## src/hw/rtl/p2phc_pkg.sv

```systemverilog
`timescale 1ns / 1ps

package p2phc_pkg;

	// Width of the byte position counter; the counter saturates at its top value
	localparam int POSITION_BITS = 20;
	// Walk targets need headroom for a 16-bit skip plus a dword skip
	localparam int TARGET_BITS   = POSITION_BITS + 2;

	// Configuration register indexes
	localparam int CFG_INDEX_BITS = 8;
	localparam int CFG_DATA_BITS  = 16;
	localparam logic [CFG_INDEX_BITS-1:0] REG_LENGTH_MINIMUM = 8'd0;
	localparam logic [CFG_INDEX_BITS-1:0] REG_LENGTH_MAXIMUM = 8'd1;
	localparam logic [CFG_INDEX_BITS-1:0] REG_TAGS_MINIMUM   = 8'd2;
	localparam logic [CFG_INDEX_BITS-1:0] REG_TAGS_LIMIT     = 8'd3;

	// Register reset values
	localparam logic [15:0] LENGTH_MINIMUM_RST = 16'd30;
	localparam logic [15:0] LENGTH_MAXIMUM_RST = 16'd400;
	localparam logic [7:0]  TAGS_MINIMUM_RST   = 8'd2;
	localparam logic [7:0]  TAGS_LIMIT_RST     = 8'd6;

	// Packet constants
	localparam logic [7:0] MAGIC_BYTE       = 8'hE3;
	localparam logic [7:0] PKT_HELLO        = 8'h01;
	localparam logic [7:0] PKT_HELLO_ANSWER = 8'h4C;
	localparam logic [7:0] TAG_STRING       = 8'd2;
	localparam logic [7:0] TAG_DWORD        = 8'd3;
	localparam logic [7:0] TAG_FLOAT        = 8'd4;
	localparam int         COUNT_END_POS    = 30;
	localparam int         WALK_START_POS   = 31;

	typedef struct packed {
		logic [15:0] length_minimum;
		logic [15:0] length_maximum;
		logic [7:0]  tags_minimum;
		logic [7:0]  tags_limit;
	} cfg_t;

	typedef struct packed {
		logic valid;
		logic matched;
	} result_t;

endpackage

```

## src/hw/rtl/p2phc_if.sv

```systemverilog
`timescale 1ns / 1ps

// Payload byte stream
interface p2phc_in_if;
	logic       valid;
	logic       ready;
	logic [7:0] payload_byte;
	logic       last_byte;

	modport source (output valid, output payload_byte, output last_byte, input ready);
	modport sink   (input valid, input payload_byte, input last_byte, output ready);
endinterface

// Verdict stream
interface p2phc_out_if;
	logic valid;
	logic ready;
	logic matched;

	modport source (output valid, output matched, input ready);
	modport sink   (input valid, input matched, output ready);
endinterface

// Register write channel
interface p2phc_cfg_if;
	logic                                 valid;
	logic                                 ready;
	logic [p2phc_pkg::CFG_INDEX_BITS-1:0] index;
	logic [p2phc_pkg::CFG_DATA_BITS-1:0]  data;

	modport source (output valid, output index, output data, input ready);
	modport sink   (input valid, input index, input data, output ready);
endinterface

```

## src/hw/rtl/p2p_hello_packet_classifier.sv

```systemverilog
`timescale 1ns / 1ps

// Classifies hello and hello-answer packets of a peer-to-peer file-sharing protocol.
// Payload bytes enter on the payload channel, one transfer per byte, with last_byte
// on the final one; each packet yields exactly one verdict transfer (matched) at its
// last byte and nothing for the others. A byte is accepted each cycle while the
// verdict register is empty or being drained, and the verdict is registered and
// appears in the cycle after the last byte. Only a verdict left waiting on the
// verdict channel holds off the payload channel. The four limit registers (length
// minimum/maximum, tag count minimum and exclusive limit) are written through the
// cfg channel, which is always ready, and should only be changed between packets.

module p2p_hello_packet_classifier (
	input  logic                 clk,
	input  logic                 arst_n,
	p2phc_in_if.sink             payload,
	p2phc_out_if.source          verdict,
	p2phc_cfg_if.sink            cfg
);

	p2phc_pkg::cfg_t    cfg_q;
	p2phc_pkg::result_t result;
	logic               step;
	logic               verdict_valid_q;
	logic               matched_q;

	// Register file writes
	assign cfg.ready = 1'b1;

	always_ff @(posedge clk or negedge arst_n) begin
		if (!arst_n) begin
			cfg_q.length_minimum <= p2phc_pkg::LENGTH_MINIMUM_RST;
			cfg_q.length_maximum <= p2phc_pkg::LENGTH_MAXIMUM_RST;
			cfg_q.tags_minimum   <= p2phc_pkg::TAGS_MINIMUM_RST;
			cfg_q.tags_limit     <= p2phc_pkg::TAGS_LIMIT_RST;
		end else if (cfg.valid) begin
			unique case (cfg.index)
				p2phc_pkg::REG_LENGTH_MINIMUM: cfg_q.length_minimum <= cfg.data;
				p2phc_pkg::REG_LENGTH_MAXIMUM: cfg_q.length_maximum <= cfg.data;
				p2phc_pkg::REG_TAGS_MINIMUM:   cfg_q.tags_minimum   <= cfg.data[7:0];
				p2phc_pkg::REG_TAGS_LIMIT:     cfg_q.tags_limit     <= cfg.data[7:0];
				default: ;
			endcase
		end
	end

	// Byte acceptance
	assign payload.ready = !verdict_valid_q || verdict.ready;
	assign step          = payload.valid && payload.ready;

	p2phc_parser u_parser (
		.clk          (clk),
		.arst_n       (arst_n),
		.step         (step),
		.payload_byte (payload.payload_byte),
		.last_byte    (payload.last_byte),
		.cfg          (cfg_q),
		.result       (result)
	);

	// Verdict register
	always_ff @(posedge clk or negedge arst_n) begin
		if (!arst_n) begin
			verdict_valid_q <= 1'b0;
		end else if (payload.ready) begin
			verdict_valid_q <= result.valid;
		end
	end

	always_ff @(posedge clk) begin
		if (payload.ready && result.valid) begin
			matched_q <= result.matched;
		end
	end

	assign verdict.valid   = verdict_valid_q;
	assign verdict.matched = matched_q;

	// Checks
	a_stall_only_on_verdict: assert property (@(posedge clk) disable iff (!arst_n)
		!payload.ready |-> verdict_valid_q)
		else $error("payload stalled without a pending verdict");
	a_last_gives_verdict: assert property (@(posedge clk) disable iff (!arst_n)
		(step && payload.last_byte) |=> verdict_valid_q)
		else $error("last byte gave no verdict");
	a_no_spurious_verdict: assert property (@(posedge clk) disable iff (!arst_n)
		(payload.ready && !(step && payload.last_byte)) |=> !verdict_valid_q)
		else $error("verdict without a last byte");

endmodule

```

## src/hw/rtl/p2phc_parser.sv

```systemverilog
`timescale 1ns / 1ps

module p2phc_parser (
	input  logic                   clk,
	input  logic                   arst_n,
	input  logic                   step,
	input  logic [7:0]             payload_byte,
	input  logic                   last_byte,
	input  p2phc_pkg::cfg_t        cfg,
	output p2phc_pkg::result_t     result
);

	localparam int PB = p2phc_pkg::POSITION_BITS;
	localparam int TB = p2phc_pkg::TARGET_BITS;

	// Parse phases
	localparam logic [2:0] PH_HEADER   = 3'd0;
	localparam logic [2:0] PH_TAG_TYPE = 3'd1;
	localparam logic [2:0] PH_TAG_LEN0 = 3'd2;
	localparam logic [2:0] PH_TAG_LEN1 = 3'd3;
	localparam logic [2:0] PH_STR_LEN0 = 3'd4;
	localparam logic [2:0] PH_STR_LEN1 = 3'd5;
	localparam logic [2:0] PH_DONE     = 3'd6;

	logic [PB-1:0] pos_q,       pos_nx;
	logic [31:0]   len_word_q,  len_word_nx;
	logic [1:0]    shift_q,     shift_nx;
	logic          retried_q,   retried_nx;
	logic [31:0]   cnt_win_q,   cnt_win_nx;
	logic [2:0]    phase_q,     phase_nx;
	logic [PB-1:0] nfp_q,       nfp_nx;
	logic [7:0]    tags_left_q, tags_left_nx;
	logic [7:0]    held_low_q,  held_low_nx;
	logic [7:0]    tag_type_q,  tag_type_nx;
	logic          rej_q,       rej_nx;
	logic          ok;

	// Next state for one accepted byte
	always_comb begin
		logic [TB-1:0] tgt;
		logic          adv;
		logic [31:0]   len_full;
		logic [31:0]   win;
		logic [15:0]   skip;
		logic [7:0]    tl;

		pos_nx       = pos_q;
		len_word_nx  = len_word_q;
		shift_nx     = shift_q;
		retried_nx   = retried_q;
		cnt_win_nx   = cnt_win_q;
		phase_nx     = phase_q;
		nfp_nx       = nfp_q;
		tags_left_nx = tags_left_q;
		held_low_nx  = held_low_q;
		tag_type_nx  = tag_type_q;
		rej_nx       = rej_q;
		tgt          = '0;
		adv          = 1'b0;
		len_full     = {payload_byte, len_word_q[23:0]};
		win          = {payload_byte, cnt_win_q[31:8]};
		skip         = {payload_byte, held_low_q};
		tl           = tags_left_q - 8'd1;
		ok           = 1'b0;

		if (step) begin
			if (!rej_q) begin
				if (phase_q == PH_HEADER) begin
					if (pos_q == '0) begin
						if (payload_byte != p2phc_pkg::MAGIC_BYTE) rej_nx = 1'b1;
					end else if (pos_q <= PB'(4)) begin
						// little-endian length word, checked on its top byte
						case (pos_q[2:0])
							3'd1: len_word_nx[7:0]   = payload_byte;
							3'd2: len_word_nx[15:8]  = payload_byte;
							3'd3: len_word_nx[23:16] = payload_byte;
							default: begin
								len_word_nx[31:24] = payload_byte;
								if (len_full < {16'd0, cfg.length_minimum} ||
								    len_full > {16'd0, cfg.length_maximum})
									rej_nx = 1'b1;
							end
						endcase
					end else if (pos_q == PB'(5)) begin
						if (payload_byte == p2phc_pkg::PKT_HELLO) shift_nx = 2'd1;
						else if (payload_byte == p2phc_pkg::PKT_HELLO_ANSWER) shift_nx = 2'd0;
						else rej_nx = 1'b1;
					end else begin
						// tag count window; one retry one byte further on
						cnt_win_nx = win;
						if (pos_q == PB'(p2phc_pkg::COUNT_END_POS) + PB'(shift_q)) begin
							if (win >= {24'd0, cfg.tags_minimum} &&
							    win < {24'd0, cfg.tags_limit}) begin
								tags_left_nx = win[7:0];
								nfp_nx = PB'(p2phc_pkg::WALK_START_POS) + PB'(shift_q);
								phase_nx = (win[7:0] == 8'd0) ? PH_DONE : PH_TAG_TYPE;
							end else if (!retried_q) begin
								retried_nx = 1'b1;
								shift_nx   = shift_q + 2'd1;
							end else begin
								rej_nx = 1'b1;
							end
						end
					end
				end else if (pos_q == nfp_q) begin
					// tag walk: act only on the byte that opens the next field
					unique case (phase_q)
						PH_TAG_TYPE: begin
							tag_type_nx = payload_byte;
							if (payload_byte != p2phc_pkg::TAG_STRING &&
							    payload_byte != p2phc_pkg::TAG_DWORD &&
							    payload_byte != p2phc_pkg::TAG_FLOAT) begin
								rej_nx = 1'b1;
							end else begin
								adv      = 1'b1;
								tgt      = TB'(nfp_q) + TB'(1);
								phase_nx = PH_TAG_LEN0;
							end
						end
						PH_TAG_LEN0: begin
							held_low_nx = payload_byte;
							adv         = 1'b1;
							tgt         = TB'(nfp_q) + TB'(1);
							phase_nx    = PH_TAG_LEN1;
						end
						PH_TAG_LEN1: begin
							adv = 1'b1;
							if (tag_type_q == p2phc_pkg::TAG_STRING) begin
								tgt      = TB'(nfp_q) + TB'(1) + TB'(skip);
								phase_nx = PH_STR_LEN0;
							end else begin
								tgt          = TB'(nfp_q) + TB'(5) + TB'(skip);
								tags_left_nx = tl;
								phase_nx     = (tl == 8'd0) ? PH_DONE : PH_TAG_TYPE;
							end
						end
						PH_STR_LEN0: begin
							held_low_nx = payload_byte;
							adv         = 1'b1;
							tgt         = TB'(nfp_q) + TB'(1);
							phase_nx    = PH_STR_LEN1;
						end
						PH_STR_LEN1: begin
							adv          = 1'b1;
							tgt          = TB'(nfp_q) + TB'(1) + TB'(skip);
							tags_left_nx = tl;
							phase_nx     = (tl == 8'd0) ? PH_DONE : PH_TAG_TYPE;
						end
						default: ;
					endcase
					// a target beyond the position range rejects
					if (adv) begin
						if (tgt[TB-1:PB] != '0) rej_nx = 1'b1;
						else nfp_nx = tgt[PB-1:0];
					end
				end
			end

			if (last_byte) begin
				ok = !rej_nx && (phase_nx == PH_DONE) &&
				     ({1'b0, pos_q} + (PB+1)'(1) >= {1'b0, nfp_nx});
				pos_nx       = '0;
				len_word_nx  = '0;
				shift_nx     = '0;
				retried_nx   = 1'b0;
				cnt_win_nx   = '0;
				phase_nx     = PH_HEADER;
				nfp_nx       = '0;
				tags_left_nx = '0;
				held_low_nx  = '0;
				tag_type_nx  = '0;
				rej_nx       = 1'b0;
			end else if (pos_q != '1) begin
				pos_nx = pos_q + PB'(1);
			end
		end
	end

	// Per-packet state
	always_ff @(posedge clk or negedge arst_n) begin
		if (!arst_n) begin
			pos_q       <= '0;
			len_word_q  <= '0;
			shift_q     <= '0;
			retried_q   <= 1'b0;
			cnt_win_q   <= '0;
			phase_q     <= PH_HEADER;
			nfp_q       <= '0;
			tags_left_q <= '0;
			held_low_q  <= '0;
			tag_type_q  <= '0;
			rej_q       <= 1'b0;
		end else begin
			pos_q       <= pos_nx;
			len_word_q  <= len_word_nx;
			shift_q     <= shift_nx;
			retried_q   <= retried_nx;
			cnt_win_q   <= cnt_win_nx;
			phase_q     <= phase_nx;
			nfp_q       <= nfp_nx;
			tags_left_q <= tags_left_nx;
			held_low_q  <= held_low_nx;
			tag_type_q  <= tag_type_nx;
			rej_q       <= rej_nx;
		end
	end

	assign result.valid   = step && last_byte;
	assign result.matched = ok;

	// Checks
	a_done_no_tags: assert property (@(posedge clk) disable iff (!arst_n)
		phase_q == PH_DONE |-> tags_left_q == 8'd0)
		else $error("done phase with tags outstanding");
	a_shift_range: assert property (@(posedge clk) disable iff (!arst_n)
		shift_q != 2'd3)
		else $error("offset shift out of range");
	a_retry_shift: assert property (@(posedge clk) disable iff (!arst_n)
		retried_q |-> shift_q != 2'd0)
		else $error("retry without shift");
	a_verdict_clears: assert property (@(posedge clk) disable iff (!arst_n)
		result.valid |=> (pos_q == '0 && phase_q == PH_HEADER && !rej_q))
		else $error("packet state not cleared after verdict");

endmodule
```

## src/flat_wrapper.sv

```systemverilog
// flat-port wrapper written by rule: the top's interface ports become plain ports
module p2p_hello_packet_classifier_flat 
  (clk, arst_n, payload_valid, payload_payload_byte, payload_last_byte, payload_ready, verdict_valid, verdict_matched, verdict_ready, cfg_valid, cfg_index, cfg_data, cfg_ready);
  p2phc_in_if payload_i ();
  p2phc_out_if verdict_i ();
  p2phc_cfg_if cfg_i ();
  input  logic clk;
  input  logic arst_n;
  input wire logic [$bits(payload_i.valid)-1:0] payload_valid;
  input wire logic [$bits(payload_i.payload_byte)-1:0] payload_payload_byte;
  input wire logic [$bits(payload_i.last_byte)-1:0] payload_last_byte;
  output wire logic [$bits(payload_i.ready)-1:0] payload_ready;
  output wire logic [$bits(verdict_i.valid)-1:0] verdict_valid;
  output wire logic [$bits(verdict_i.matched)-1:0] verdict_matched;
  input wire logic [$bits(verdict_i.ready)-1:0] verdict_ready;
  input wire logic [$bits(cfg_i.valid)-1:0] cfg_valid;
  input wire logic [$bits(cfg_i.index)-1:0] cfg_index;
  input wire logic [$bits(cfg_i.data)-1:0] cfg_data;
  output wire logic [$bits(cfg_i.ready)-1:0] cfg_ready;
  assign payload_i.valid = payload_valid;
  assign payload_i.payload_byte = payload_payload_byte;
  assign payload_i.last_byte = payload_last_byte;
  assign payload_ready = payload_i.ready;
  assign verdict_valid = verdict_i.valid;
  assign verdict_matched = verdict_i.matched;
  assign verdict_i.ready = verdict_ready;
  assign cfg_i.valid = cfg_valid;
  assign cfg_i.index = cfg_index;
  assign cfg_i.data = cfg_data;
  assign cfg_ready = cfg_i.ready;
  p2p_hello_packet_classifier u_core (.clk(clk), .arst_n(arst_n), .payload(payload_i), .verdict(verdict_i), .cfg(cfg_i));
endmodule
```

## config.mk

```make
export PLATFORM = sky130hd
export DESIGN_NAME = p2p_hello_packet_classifier_flat
export DESIGN_NICKNAME = d
export VERILOG_FILES = /design/src/hw/rtl/p2phc_pkg.sv /design/src/hw/rtl/p2phc_if.sv /design/src/hw/rtl/p2p_hello_packet_classifier.sv /design/src/hw/rtl/p2phc_parser.sv /design/src/flat_wrapper.sv
export SDC_FILE = /design/constraint.sdc
export NUM_CORES = 1
export LEC_CHECK = 0
export ABC_CLOCK_PERIOD_IN_PS = 4400
export BUFFER_PORTS_ARGS = -buffer_cell sky130_fd_sc_hd__buf_2
export CAP_MARGIN = 5
export CELL_PAD_IN_SITES_DETAIL_PLACEMENT = 1
export CELL_PAD_IN_SITES_GLOBAL_PLACEMENT = 1
export CORE_MARGIN = 2
export CORE_UTILIZATION = 45
export DETAILED_ROUTE_END_ITERATION = 10
export PLACE_DENSITY_LB_ADDON = 0.3
export SYNTH_ARGS = -nofsm -noshare
export SYNTH_HDL_FRONTEND = slang
export SYNTH_SLANG_ARGS = --single-unit
```

## constraint.sdc

```tcl
create_clock -name clk -period 4.4 [get_ports clk]
set_input_delay 0.44 -clock clk [delete_from_list [all_inputs] [get_ports clk]]
set_output_delay 0.44 -clock clk [all_outputs]
set_load 0.05 [all_outputs]
```

# [Word-level counts from Yosys, hierarchy flattened]
# Cells that the tools add are included.
[classes] addsub=10 n_lt_le_gt_ge=6 eq_ne=38 muxes=116 n_reduce_logical=49
[ops] operator="$mux W20" count=14
[ops] operator="$mux W32" count=6
[ops] operator="$mux W8" count=23
[ops] operator="$mux W24" count=5
[ops] operator="$mux W22" count=5
[ops] operator="$pmux W22 S4" count=1
[ops] operator="$add A21 B16 Y22" count=2
[ops] operator="$add A20 B1 Y21 const B" count=2
[ops] operator="$mux W3" count=14
[ops] operator="$mux W1" count=33
[ops] operator="$ge A32 B8 Y1" count=1
[ops] operator="$gt A32 B16 Y1" count=1
[ops] operator="$lt A32 B16 Y1" count=1
[ops] operator="$lt A32 B8 Y1" count=1
[ops] operator="$eq A8 B2 Y1 const B" count=3
[ops] operator="$logic_not A8 Y1" count=3
[ops] operator="$reduce_and A6 Y1" count=4
[ops] operator="$mux W2" count=11
[ops] operator="$reduce_bool A2 Y1" count=11
[ops] operator="$add A20 B3 Y21 const B" count=1
[ops] operator="$ge A21 B20 Y1" count=1
[ops] operator="$mux W21" count=1
[ops] operator="$add A20 B1 Y20 const B" count=1
[ops] operator="$eq A20 B20 Y1" count=1
[ops] operator="other kinds (38)" count=73
[word_totals] ff_bits=177 input_bits=38

# [Longest topological paths before layout]
# Gate-level depths: netlist of the first run.
[logic_depth] word_depth=19 mapped_depth=28 depth_no_buf=28

# [Modules after synthesis]
# Synthesis of the first run repeated with hierarchy kept, for this count alone.
[hier_totals] hier_cells=1378 hier_area_um2=12956.2
[by_module_without_submodules] mod="p2phc_parser" instances=1 cells_per_inst=1264 area_per_inst_um2=10929.2 seq_area_each_um2=2977.9
[by_module_without_submodules] mod="p2p_hello_packet_classifier" instances=1 cells_per_inst=114 area_per_inst_um2=2026.9 seq_area_each_um2=1268.7

# [Worst setup path after synthesis of the first run]
# OpenSTA, ideal clock, no wires.
[synth_timing] path_kind="register to register" startpoint="register u_core.u_parser.nfp_q[1]" endpoint="register u_core.matched_q (netlist: u_core.verdict.matched) (data pin)" setup_ns=0.265 arrival_time_ns=4.519 t_required_ns=4.135 setup_slack_ns=-0.384 stages_incl_launch_ff=23 n_path_buf=2 cell_sequence="dfrtp_1 -> ha_1 -> and2_1 -> nand2_1 -> xnor2_1 -> ha_1 -> or3_1 -> o221a_2 -> o21ai_0 -> a31oi_1 -> a21bo_2 -> a21o_1 -> a21o_1 -> buf_6 -> buf_2 -> a22oi_1 -> ha_1 -> a21o_1 -> a211o_1 -> a41oi_1 -> nor4_1 -> a211oi_1 -> nor4b_2"
[synth_via] elab_chain_cells=18
[synth_rtl] element="start: declaration" line_no="p2phc_parser.sv:31" rtl="logic [PB-1:0] nfp_q, nfp_nx;"
[synth_rtl] element="start signal: assignment" line_no="p2phc_parser.sv:200" rtl="nfp_q <= nfp_nx;"
[synth_rtl] element="branches (longest 17 deep; another with $add A21 B16 Y22)"
[synth_rtl] element="$logic_and A1 B1 Y1 *" line_no="p2phc_parser.sv:160" rtl="ok = !rej_nx && (phase_nx == PH_DONE) &&"
[synth_rtl] element="end signal: assignment" line_no="p2p_hello_packet_classifier.sv:72" rtl="matched_q <= result.matched;"
[synth_rtl] element="end: declaration" line_no="p2p_hello_packet_classifier.sv:25" rtl="logic matched_q;"
# Mark *: on every way between the ends. The select of a mux whose other input is x is not followed.
# A chain may end at the register's enable or synchronous reset.

# [Worst setup path in the final report of the first run]
[layout_timing] startpoint="register u_core.u_parser.nfp_q[7]" endpoint="register u_core.matched_q (netlist: u_core.verdict.matched) (data pin)"
# The elaborated chain is that of the path after synthesis.

==> flow_metrics.py, run 1 <==
metrics = {
    "timing": {
        "fmaxAchievable_mhz": 201,
        "final-setup-viol-count": 1,
        "fin_clk_skew_ns": 0.0318,
        "tns_ns": -0.566,
        "hold_viol_final": 0,
        "rsz0062_at_grt": "yes",
        "worst_slack_ns": -0.566,
        "timing_worst_slew_pin_value_ns": 1.17,
        "period_share": 1.13,
        "final_max_slew_viol_count": 0,
        "maxSlewHeadroom": 0.215,
        "fin_crit_ns": 4.97,
    },
    "floorplan": {
        "die_y_um": 172,
        "initial_utilization": 0.457,
        "full_die_area_mm2": 0.0295,
        "std_cell_rows": 61,
        "core_area_mm2": 0.0277,
        "top_level_ports": 42,
        "die_width_um": 172,
    },
    "global_route": {
        "track_usage": 0.338,
        "globalRouteOverflowTotal": 0,
        "pin_count_of_the_biggest_net_entering_global_routing": 93,
        "first_global_vias": 13400,
        "wire_length_of_the_first_global_routing_pass_um": 76400,
        "antenna_found_initial": 0,
    },
    "clock_tree": {
        "number_of_sinks_driven_by_the_clock_tree": 169,
        "worst_setup_hold_path_clk_slew_ns": 0.08,
        "ctsHoldBuffers": 0,
        "clockBufferDepth": 2,
        "clock_buffer_count_from_cts": 17,
        "clkLatencyLatePin_ns": 0.47,
        "clockRootBuffer": "sky130_fd_sc_hd__clkbuf_16",
        "clock_tree_from_tritoncts": "yes",
        "h-tree-depth": 4,
    },
    "drt": {
        "routed_antenna_nets": 0,
        "routed_via_density": 6.21,
        "avgRoutedWirePerCell_um": 24.8,
        "detail_route.iter0.violations": 1200,
        "met2RoutedLength_um": 24400,
        "route.vias.total": 12800,
        "wl_met1_um": 21600,
        "drc": 0,
        "top_layer": "met4",
        "finalWirelength_um": 51000,
        "detail_route.first_pass.iterations": 7,
        "wl_met3_um": 3230,
    },
    "worst_setup_path": {
        "worstPathArrival_ns": 5.15,
        "crit_path_capture_type": "flop",
        "path_class": "reg -> reg",
        "critical_path.reg2reg.startpoint": "u_core.u_parser.nfp_q[7]",
        "length_in_cells_of_the_worst_reg_to_reg_path": 27,
        "worst-r2r-setup-slack_ns": -0.57,
        "crit_required_ns": 4.58,
        "worst_r2r_endpoint": "u_core.verdict.matched",
        "path_max_fanout": 4,
        "startpoint_type": "flop",
    },
    "worst_hold_path": {
        "hp-class": "in -> async",
    },
    "synth": {
        "yosysTopAreaCellShare": 0.313,
        "synth.cell_area_mm2": 0.0126,
        "postSynthCellCount": 1434,
        "asyncSetResetFlopFracSynth": 0.994,
        "synth-main-ff-cell": "sky130_fd_sc_hd__dfrtp_1",
        "synth.distinct_cells": 84,
        "post-synth-top-count-cell": "sky130_fd_sc_hd__nand2_1",
        "yosys_register_bits": 169,
        "synth.yosys.seq_area_share": 0.336,
        "mappedNetlistNets": 1598,
        "post_synth_most_frequent_cells": "161 x sky130_fd_sc_hd__nand2_1, 158 x sky130_fd_sc_hd__dfrtp_1, 124 x sky130_fd_sc_hd__ha_1",
        "number_of_enable_type_register_cells_in_the_synthesized_netlist": 1,
        "synth_area_leader_cell": "sky130_fd_sc_hd__dfrtp_1",
        "yosys-top-cells-area": "sky130_fd_sc_hd__dfrtp_1 31%, sky130_fd_sc_hd__ha_1 12%, sky130_fd_sc_hd__mux2_2 6.4%",
        "syn_area_per_cell_um2": 8.82,
        "yosysWarningCount": 0,
    },
    "outcome": {
        "failing_checks": "setup timing",
        "status": "complete, but fails checks",
    },
    "power": {
        "peakVddDrop_uv": 399,
        "power.leakage_nw": 7.61,
        "cellPowerDensity_mw_per_mm2": 491,
    },
    "finish": {
        "multi_input_comb_area_mm2": 0.00831,
        "ff_latch_area_mm2": 0.00425,
        "num_antenna_cells": 0,
        "nets": 1831,
        "drive_gt1_frac": 0.298,
        "fillers": 3215,
        "area_growth_pct": 26.6,
    },
    "placed_design": {
        "dpl.hpwl_um": 34900,
        "portBuffers": 40,
        "pre_cts_slack_ns": -0.730,
        "gpl.final_weighted_congestion": 0.947,
    },
    "job": {
        "cap_viol_max_count": 0,
    },
}
worst max-delay path, stage by stage, from the launching register on:
cell and delay (ns):
sky130_fd_sc_hd__dfrtp_1 0.38, sky130_fd_sc_hd__nand4_1 0.21, sky130_fd_sc_hd__buf_4 0.23, sky130_fd_sc_hd__nor3_1 0.26
sky130_fd_sc_hd__buf_4 0.19, sky130_fd_sc_hd__buf_4 0.12, sky130_fd_sc_hd__nand4_1 0.13, sky130_fd_sc_hd__xnor2_1 0.27
sky130_fd_sc_hd__ha_1 0.31, sky130_fd_sc_hd__and2_1 0.19, sky130_fd_sc_hd__a21bo_4 0.25, sky130_fd_sc_hd__a21oi_4 0.19
sky130_fd_sc_hd__nor2_2 0.08, sky130_fd_sc_hd__nor2_2 0.17, sky130_fd_sc_hd__nor2_1 0.08, sky130_fd_sc_hd__nor2_1 0.11
sky130_fd_sc_hd__ha_1 0.25, sky130_fd_sc_hd__nand2b_1 0.15, sky130_fd_sc_hd__a21oi_2 0.11, sky130_fd_sc_hd__nor2b_1 0.06
sky130_fd_sc_hd__o21ai_1 0.13, sky130_fd_sc_hd__nand2b_1 0.09, sky130_fd_sc_hd__a21oi_2 0.12, sky130_fd_sc_hd__nor2b_1 0.06
sky130_fd_sc_hd__o21ai_1 0.13, sky130_fd_sc_hd__nand2_1 0.09, sky130_fd_sc_hd__a211oi_2 0.24, sky130_fd_sc_hd__nor4b_2 0.07
logic make-up after synthesis:
group | synth area share
buffers and inverters | 0.0462
muxes | 0.0649
other | 0.000296
adders and majority gates | 0.126
xor gates and xnor gates | 0.0616
DFF | 0.336
AOI/OAI and AO/OA | 0.187
and+or+nand+nor | 0.179
where the power goes:
part	total [mW]	leakage, nW	switching (mW)	internal [mW]
clock	1.65	0.297	0.782	0.872
combinational	4.08	5.15	2.35	1.73
sequential	2.13	2.16	0.303	1.82
cells in the final DEF, fill, tap and decap left out, types with 10 or more instances in the layout:
cell and instances:
sky130_fd_sc_hd__buf_4 243, sky130_fd_sc_hd__nand2_1 159, sky130_fd_sc_hd__dfrtp_1 155, sky130_fd_sc_hd__ha_1 114, sky130_fd_sc_hd__o21ai_0 102, sky130_fd_sc_hd__a21oi_1 75
sky130_fd_sc_hd__nor2_1 75, sky130_fd_sc_hd__inv_1 74, sky130_fd_sc_hd__mux2_2 72, sky130_fd_sc_hd__xnor2_1 54, sky130_fd_sc_hd__buf_2 39, sky130_fd_sc_hd__nand3_1 35
sky130_fd_sc_hd__a21o_1 31, sky130_fd_sc_hd__nor4_1 26, sky130_fd_sc_hd__nand4_1 25, sky130_fd_sc_hd__nor3_1 25, sky130_fd_sc_hd__xor2_1 25, sky130_fd_sc_hd__nor2b_1 18
sky130_fd_sc_hd__nand2b_1 17, sky130_fd_sc_hd__clkbuf_16 17, sky130_fd_sc_hd__and3_1 14, sky130_fd_sc_hd__a22oi_1 14, sky130_fd_sc_hd__a21oi_2 12, sky130_fd_sc_hd__o21a_1 12
sky130_fd_sc_hd__o31ai_1 11, sky130_fd_sc_hd__o21ai_1 10, sky130_fd_sc_hd__dfstp_2 10
layout make-up:
class | instances | share of cell area
Timing Repair Buffer | 286 | 0.130
Sequential cell | 169 | 0.265
Inverter | 77 | 0.0181
Clock inverter | 13 | 0.0102
Multi-Input combinational cell | 1116 | 0.519
Clock buffer | 19 | 0.0277
Tap cell | 378 | 0.0295
routing by layer:
| layer | vias to the layer above | global-route usage |
|---|---|---|
| met3 | 152 | 0.0582 |
| met4 | 0 | 0.134 |
| met1 | 6423 | 0.443 |
| li1 | 5644 | - |
| met2 | 567 | 0.554 |
| met5 | - | 0 |
how the worst max path moves through the flow:
stage / startpoint / to / slack [ns]
floorplan: u_core.u_parser.nfp_q[1] / u_core.verdict.matched / -0.20
global placement: u_core.u_parser.nfp_q[3] / u_core.verdict.matched / -0.63
detailed placement: u_core.u_parser.nfp_q[0] / u_core.verdict.matched / -0.73
CTS: u_core.u_parser.nfp_q[0] / u_core.verdict.matched / -0.29
global route: u_core.u_parser.nfp_q[10] / u_core.verdict.matched / -0.75
finish: u_core.u_parser.nfp_q[7] / u_core.verdict.matched / -0.57
registers in the layout (all words and copies together) (netlist names), 2 cells and up:
name and flops:
u_core.u_parser.tags_left_q 8, u_core.u_parser.len_word_q 24, u_core.u_parser.nfp_q 20, u_core.u_parser.cnt_win_q 24, u_core.u_parser.held_low_q 8, u_core.u_parser.phase_q 3
u_core.cfg_q 48, u_core.u_parser.pos_q 20, u_core.u_parser.tag_type_q 8, u_core.u_parser.shift_q 2
through the flow:
stage / instances / total power, mW / hold slack, ns / util / cell area, um^2
final: 2058 / 7.87 / 0.113 / 0.578 / 16000
after global routing: 2058 / 8.22 / 0.184 / 0.578 / 16000
after CTS: 2051 / 7.54 / 0.142 / 0.568 / 15800
after detailed placement: 2013 / 5.67 / 0.498 / 0.536 / 14800
after global placement: 2013 / 5.49 / 0.483 / 0.536 / 14800
after floorplan: 1434 / 4.14 / 0.144 / - / 12700
timing repair:
action                     in CTS  in global routing
resized for setup              60                 36
pin swaps                      18                 17
setup endpoints to repair       1                  1
buffers inserted                6                  7
hold endpoints to repair        0                  0
Note: power is estimated with default switching activity, not from simulation.
==> inputs of run 2 (changes only) <==
--- a/config.mk
+++ b/config.mk
@@ -10,10 +10,9 @@
 export CAP_MARGIN = 5
 export CELL_PAD_IN_SITES_DETAIL_PLACEMENT = 1
 export CELL_PAD_IN_SITES_GLOBAL_PLACEMENT = 1
-export CORE_MARGIN = 2
 export CORE_UTILIZATION = 45
 export DETAILED_ROUTE_END_ITERATION = 10
-export PLACE_DENSITY_LB_ADDON = 0.3
+export PLACE_DENSITY_LB_ADDON = 0.1
 export SYNTH_ARGS = -nofsm -noshare
 export SYNTH_HDL_FRONTEND = slang
 export SYNTH_SLANG_ARGS = --single-unit
==> flow_metrics.py, run 2 (synthesized netlist as in run 1, its figures left out) <==
metrics = {
    "drt": {
        "routed_antenna_nets": 0,
        "routed_via_density": 5.89,
        "route.vias.total": 12100,
        "drc": 0,
        "avgRoutedWirePerCell_um": 21.4,
        "detail_route.first_pass.iterations": 5,
        "detail_route.iter0.violations": 665,
        "finalWirelength_um": 43900,
    },
    "timing": {
        "final-setup-viol-count": 1,
        "worst_slack_ns": -0.499,
        "period_share": 1.11,
        "tns_ns": -0.499,
        "rsz0062_at_grt": "yes",
        "final_max_slew_viol_count": 0,
        "fin_crit_ns": 4.90,
        "hold_viol_final": 0,
        "timing_worst_slew_pin_value_ns": 1.03,
        "fin_clk_skew_ns": 0.0159,
        "fmaxAchievable_mhz": 204,
        "maxSlewHeadroom": 0.316,
    },
    "placed_design": {
        "dpl.hpwl_um": 33700,
        "portBuffers": 40,
        "cell_count_after_placement": 2011,
        "gpl.final_weighted_congestion": 0.967,
        "pre_cts_slack_ns": -0.803,
    },
    "worst_setup_path": {
        "worst-r2r-setup-slack_ns": -0.50,
        "worst_r2r_endpoint": "u_core.verdict.matched",
        "crit_required_ns": 4.59,
        "path_class": "reg -> reg",
        "path_max_fanout": 3,
        "crit_path_capture_type": "flop",
        "worstPathArrival_ns": 5.09,
        "critPathMaxStageDelay_ns": 0.46,
        "critical_path.reg2reg.startpoint": "u_core.u_parser.nfp_q[0]",
        "timing.critical_path.from": "u_core.u_parser.nfp_q[0]",
        "cpMaxStageDelayCell": "sky130_fd_sc_hd__fa_1",
        "length_in_cells_of_the_worst_reg_to_reg_path": 23,
        "crit_chain": "buf_4, inv_2, ha_1, inv_1, fa_1, nor2b_4, o31a_1, o221a_4, nor2_1, o21ai_0, xor2_1, a222oi_1, buf_4, nor2_1, a22oi_2, ha_1, a21o_1, a211o_1, a41oi_2, nor4_2, buf_4, a211oi_4, nor4b_2",
        "startpoint_type": "flop",
        "cp_common_cell": "sky130_fd_sc_hd__buf_4",
    },
    "clock_tree": {
        "clock_tree_from_tritoncts": "yes",
        "clockRootBuffer": "sky130_fd_sc_hd__clkbuf_16",
        "worst_setup_hold_path_clk_slew_ns": 0.08,
        "clockBufferDepth": 2,
        "clkLatencyLatePin_ns": 0.45,
        "clock_buffer_count_from_cts": 17,
        "number_of_sinks_driven_by_the_clock_tree": 169,
        "ctsHoldBuffers": 0,
        "h-tree-depth": 4,
    },
    "floorplan": {
        "core_area_mm2": 0.0277,
        "top_level_ports": 42,
        "die_y_um": 170,
        "initial_utilization": 0.457,
        "die_width_um": 170,
        "std_cell_rows": 61,
        "full_die_area_mm2": 0.0288,
    },
    "finish": {
        "registers.top_by_ff_count": "u_core.cfg_q",
        "num_antenna_cells": 0,
        "drive_gt1_frac": 0.290,
        "most-common-layout-cells": "243 x sky130_fd_sc_hd__buf_4, 160 x sky130_fd_sc_hd__nand2_1, 156 x sky130_fd_sc_hd__dfrtp_1, 121 x sky130_fd_sc_hd__ha_1, 105 x sky130_fd_sc_hd__o21ai_0",
        "largest_register_ff_count": 48,
        "finish.cell_count_without_fillers": 2056,
        "final_common_cell": "sky130_fd_sc_hd__buf_4",
        "nets": 1829,
        "top_regs": "u_core.cfg_q (48), u_core.u_parser.cnt_win_q (24), u_core.u_parser.len_word_q (24)",
        "area_growth_pct": 25.4,
    },
    "global_route": {
        "track_usage": 0.315,
        "global_route.peak_usage_layer": "met2",
        "wire_length_of_the_first_global_routing_pass_um": 69900,
        "met1_usage": 0.431,
        "met2_usage_in_global_routing": 0.510,
        "antenna_found_initial": 1,
        "globalRouteOverflowTotal": 0,
        "first_global_vias": 12900,
        "pin_count_of_the_biggest_net_entering_global_routing": 99,
        "grt.met3_usage": 0.0464,
    },
    "power": {
        "swShare": 0.420,
        "cellPowerDensity_mw_per_mm2": 473,
        "power.share.combinational": 0.509,
        "peakVddDrop_uv": 305,
        "power.internal_mw": 4.35,
        "power.leakage_nw": 7.57,
        "p_sw_mw": 3.15,
        "clkPwrFrac": 0.211,
        "power.share.sequential": 0.281,
    },
    "outcome": {
        "failing_checks": "setup timing",
        "status": "complete, but fails checks",
    },
    "job": {
        "cap_viol_max_count": 0,
    },
    "worst_hold_path": {
        "hp-class": "in -> async",
    },
}
-- run 2: changes by cell type in the layout (fill, tap and decap cells not counted), moves of 3 or more --
cell / before / now
sky130_fd_sc_hd__a211oi_2: 5 / 2
sky130_fd_sc_hd__clkinv_4: 5 / 2
sky130_fd_sc_hd__ha_4: 6 / 2
sky130_fd_sc_hd__ha_1: 114 / 121
sky130_fd_sc_hd__ha_2: 4 / 1
sky130_fd_sc_hd__o21ai_0: 102 / 105
sky130_fd_sc_hd__inv_8: 1 / 5
sky130_fd_sc_hd__nand3_2: 1 / 4
-- run 2: timing repair --
item,4_1_cts,5_1_grt
resized for setup,57,21
buffers inserted,7,6
pin swaps,23,24
setup endpoints to repair,1,1
-- run 2: worst max-delay path by stage --
stage	endpoint
finish	u_core.verdict.matched
global route	u_core.verdict.matched
CTS	u_core.verdict.matched
detailed placement	u_core.verdict.matched
global placement	u_core.verdict.matched
floorplan	u_core.verdict.matched
-- run 2: area by class of cell --
cell class	count	area [um^2]
Tap cell	378	473
Clock inverter	14	171
Multi-Input combinational cell	1116	8200
Clock buffer	18	439
Sequential cell	169	4250
Fill cell	3256	11800
Timing Repair Buffer	284	2040
Inverter	77	289
-- run 2: critical path, delay by kind of cell (launching register included) --
family          cells  cell delay (ns)
compound gates      9             2.09
xor+xnor            1             0.14
fa+ha+maj           3             0.93
buf+inv             5             0.62
flops               1             0.45
simple gates        5             0.42
-- run 2: through the flow --
| stage | total power [mW] | hold WS (ns) | cell area, um^2 | utilization |
|---|---|---|---|---|
| 4_1_cts | 7.39 | 0.137 | 15700 | 0.568 |
| 6_report | 7.51 | 0.0986 | 15900 | 0.573 |
| 5_1_grt | 7.98 | 0.177 | 15900 | 0.573 |
| 3_5_place_dp | 5.61 | 0.491 | 14800 | 0.534 |
| 3_3_place_gp | 5.48 | 0.486 | 14800 | 0.534 |
| 2_1_floorplan | 4.14 | 0.144 | 12700 | - |
-- run 2: per-layer routing --
metal	part of all wire	vias up
li1	-	5651
met1	0.46	6100
met2	0.47	288
met3	0.047	77
met4	0.024	2
met5	0.00030	-
-- run 2: power by group through the flow --
stage,logic [mW],registers [mW],clock network [mW]
after floorplan,2.13,2.01,0
after global placement,3.37,2.11,0
after detailed placement,3.48,2.12,0
after CTS,3.69,2.10,1.60
after global routing,4.18,2.14,1.66
final,3.82,2.11,1.58
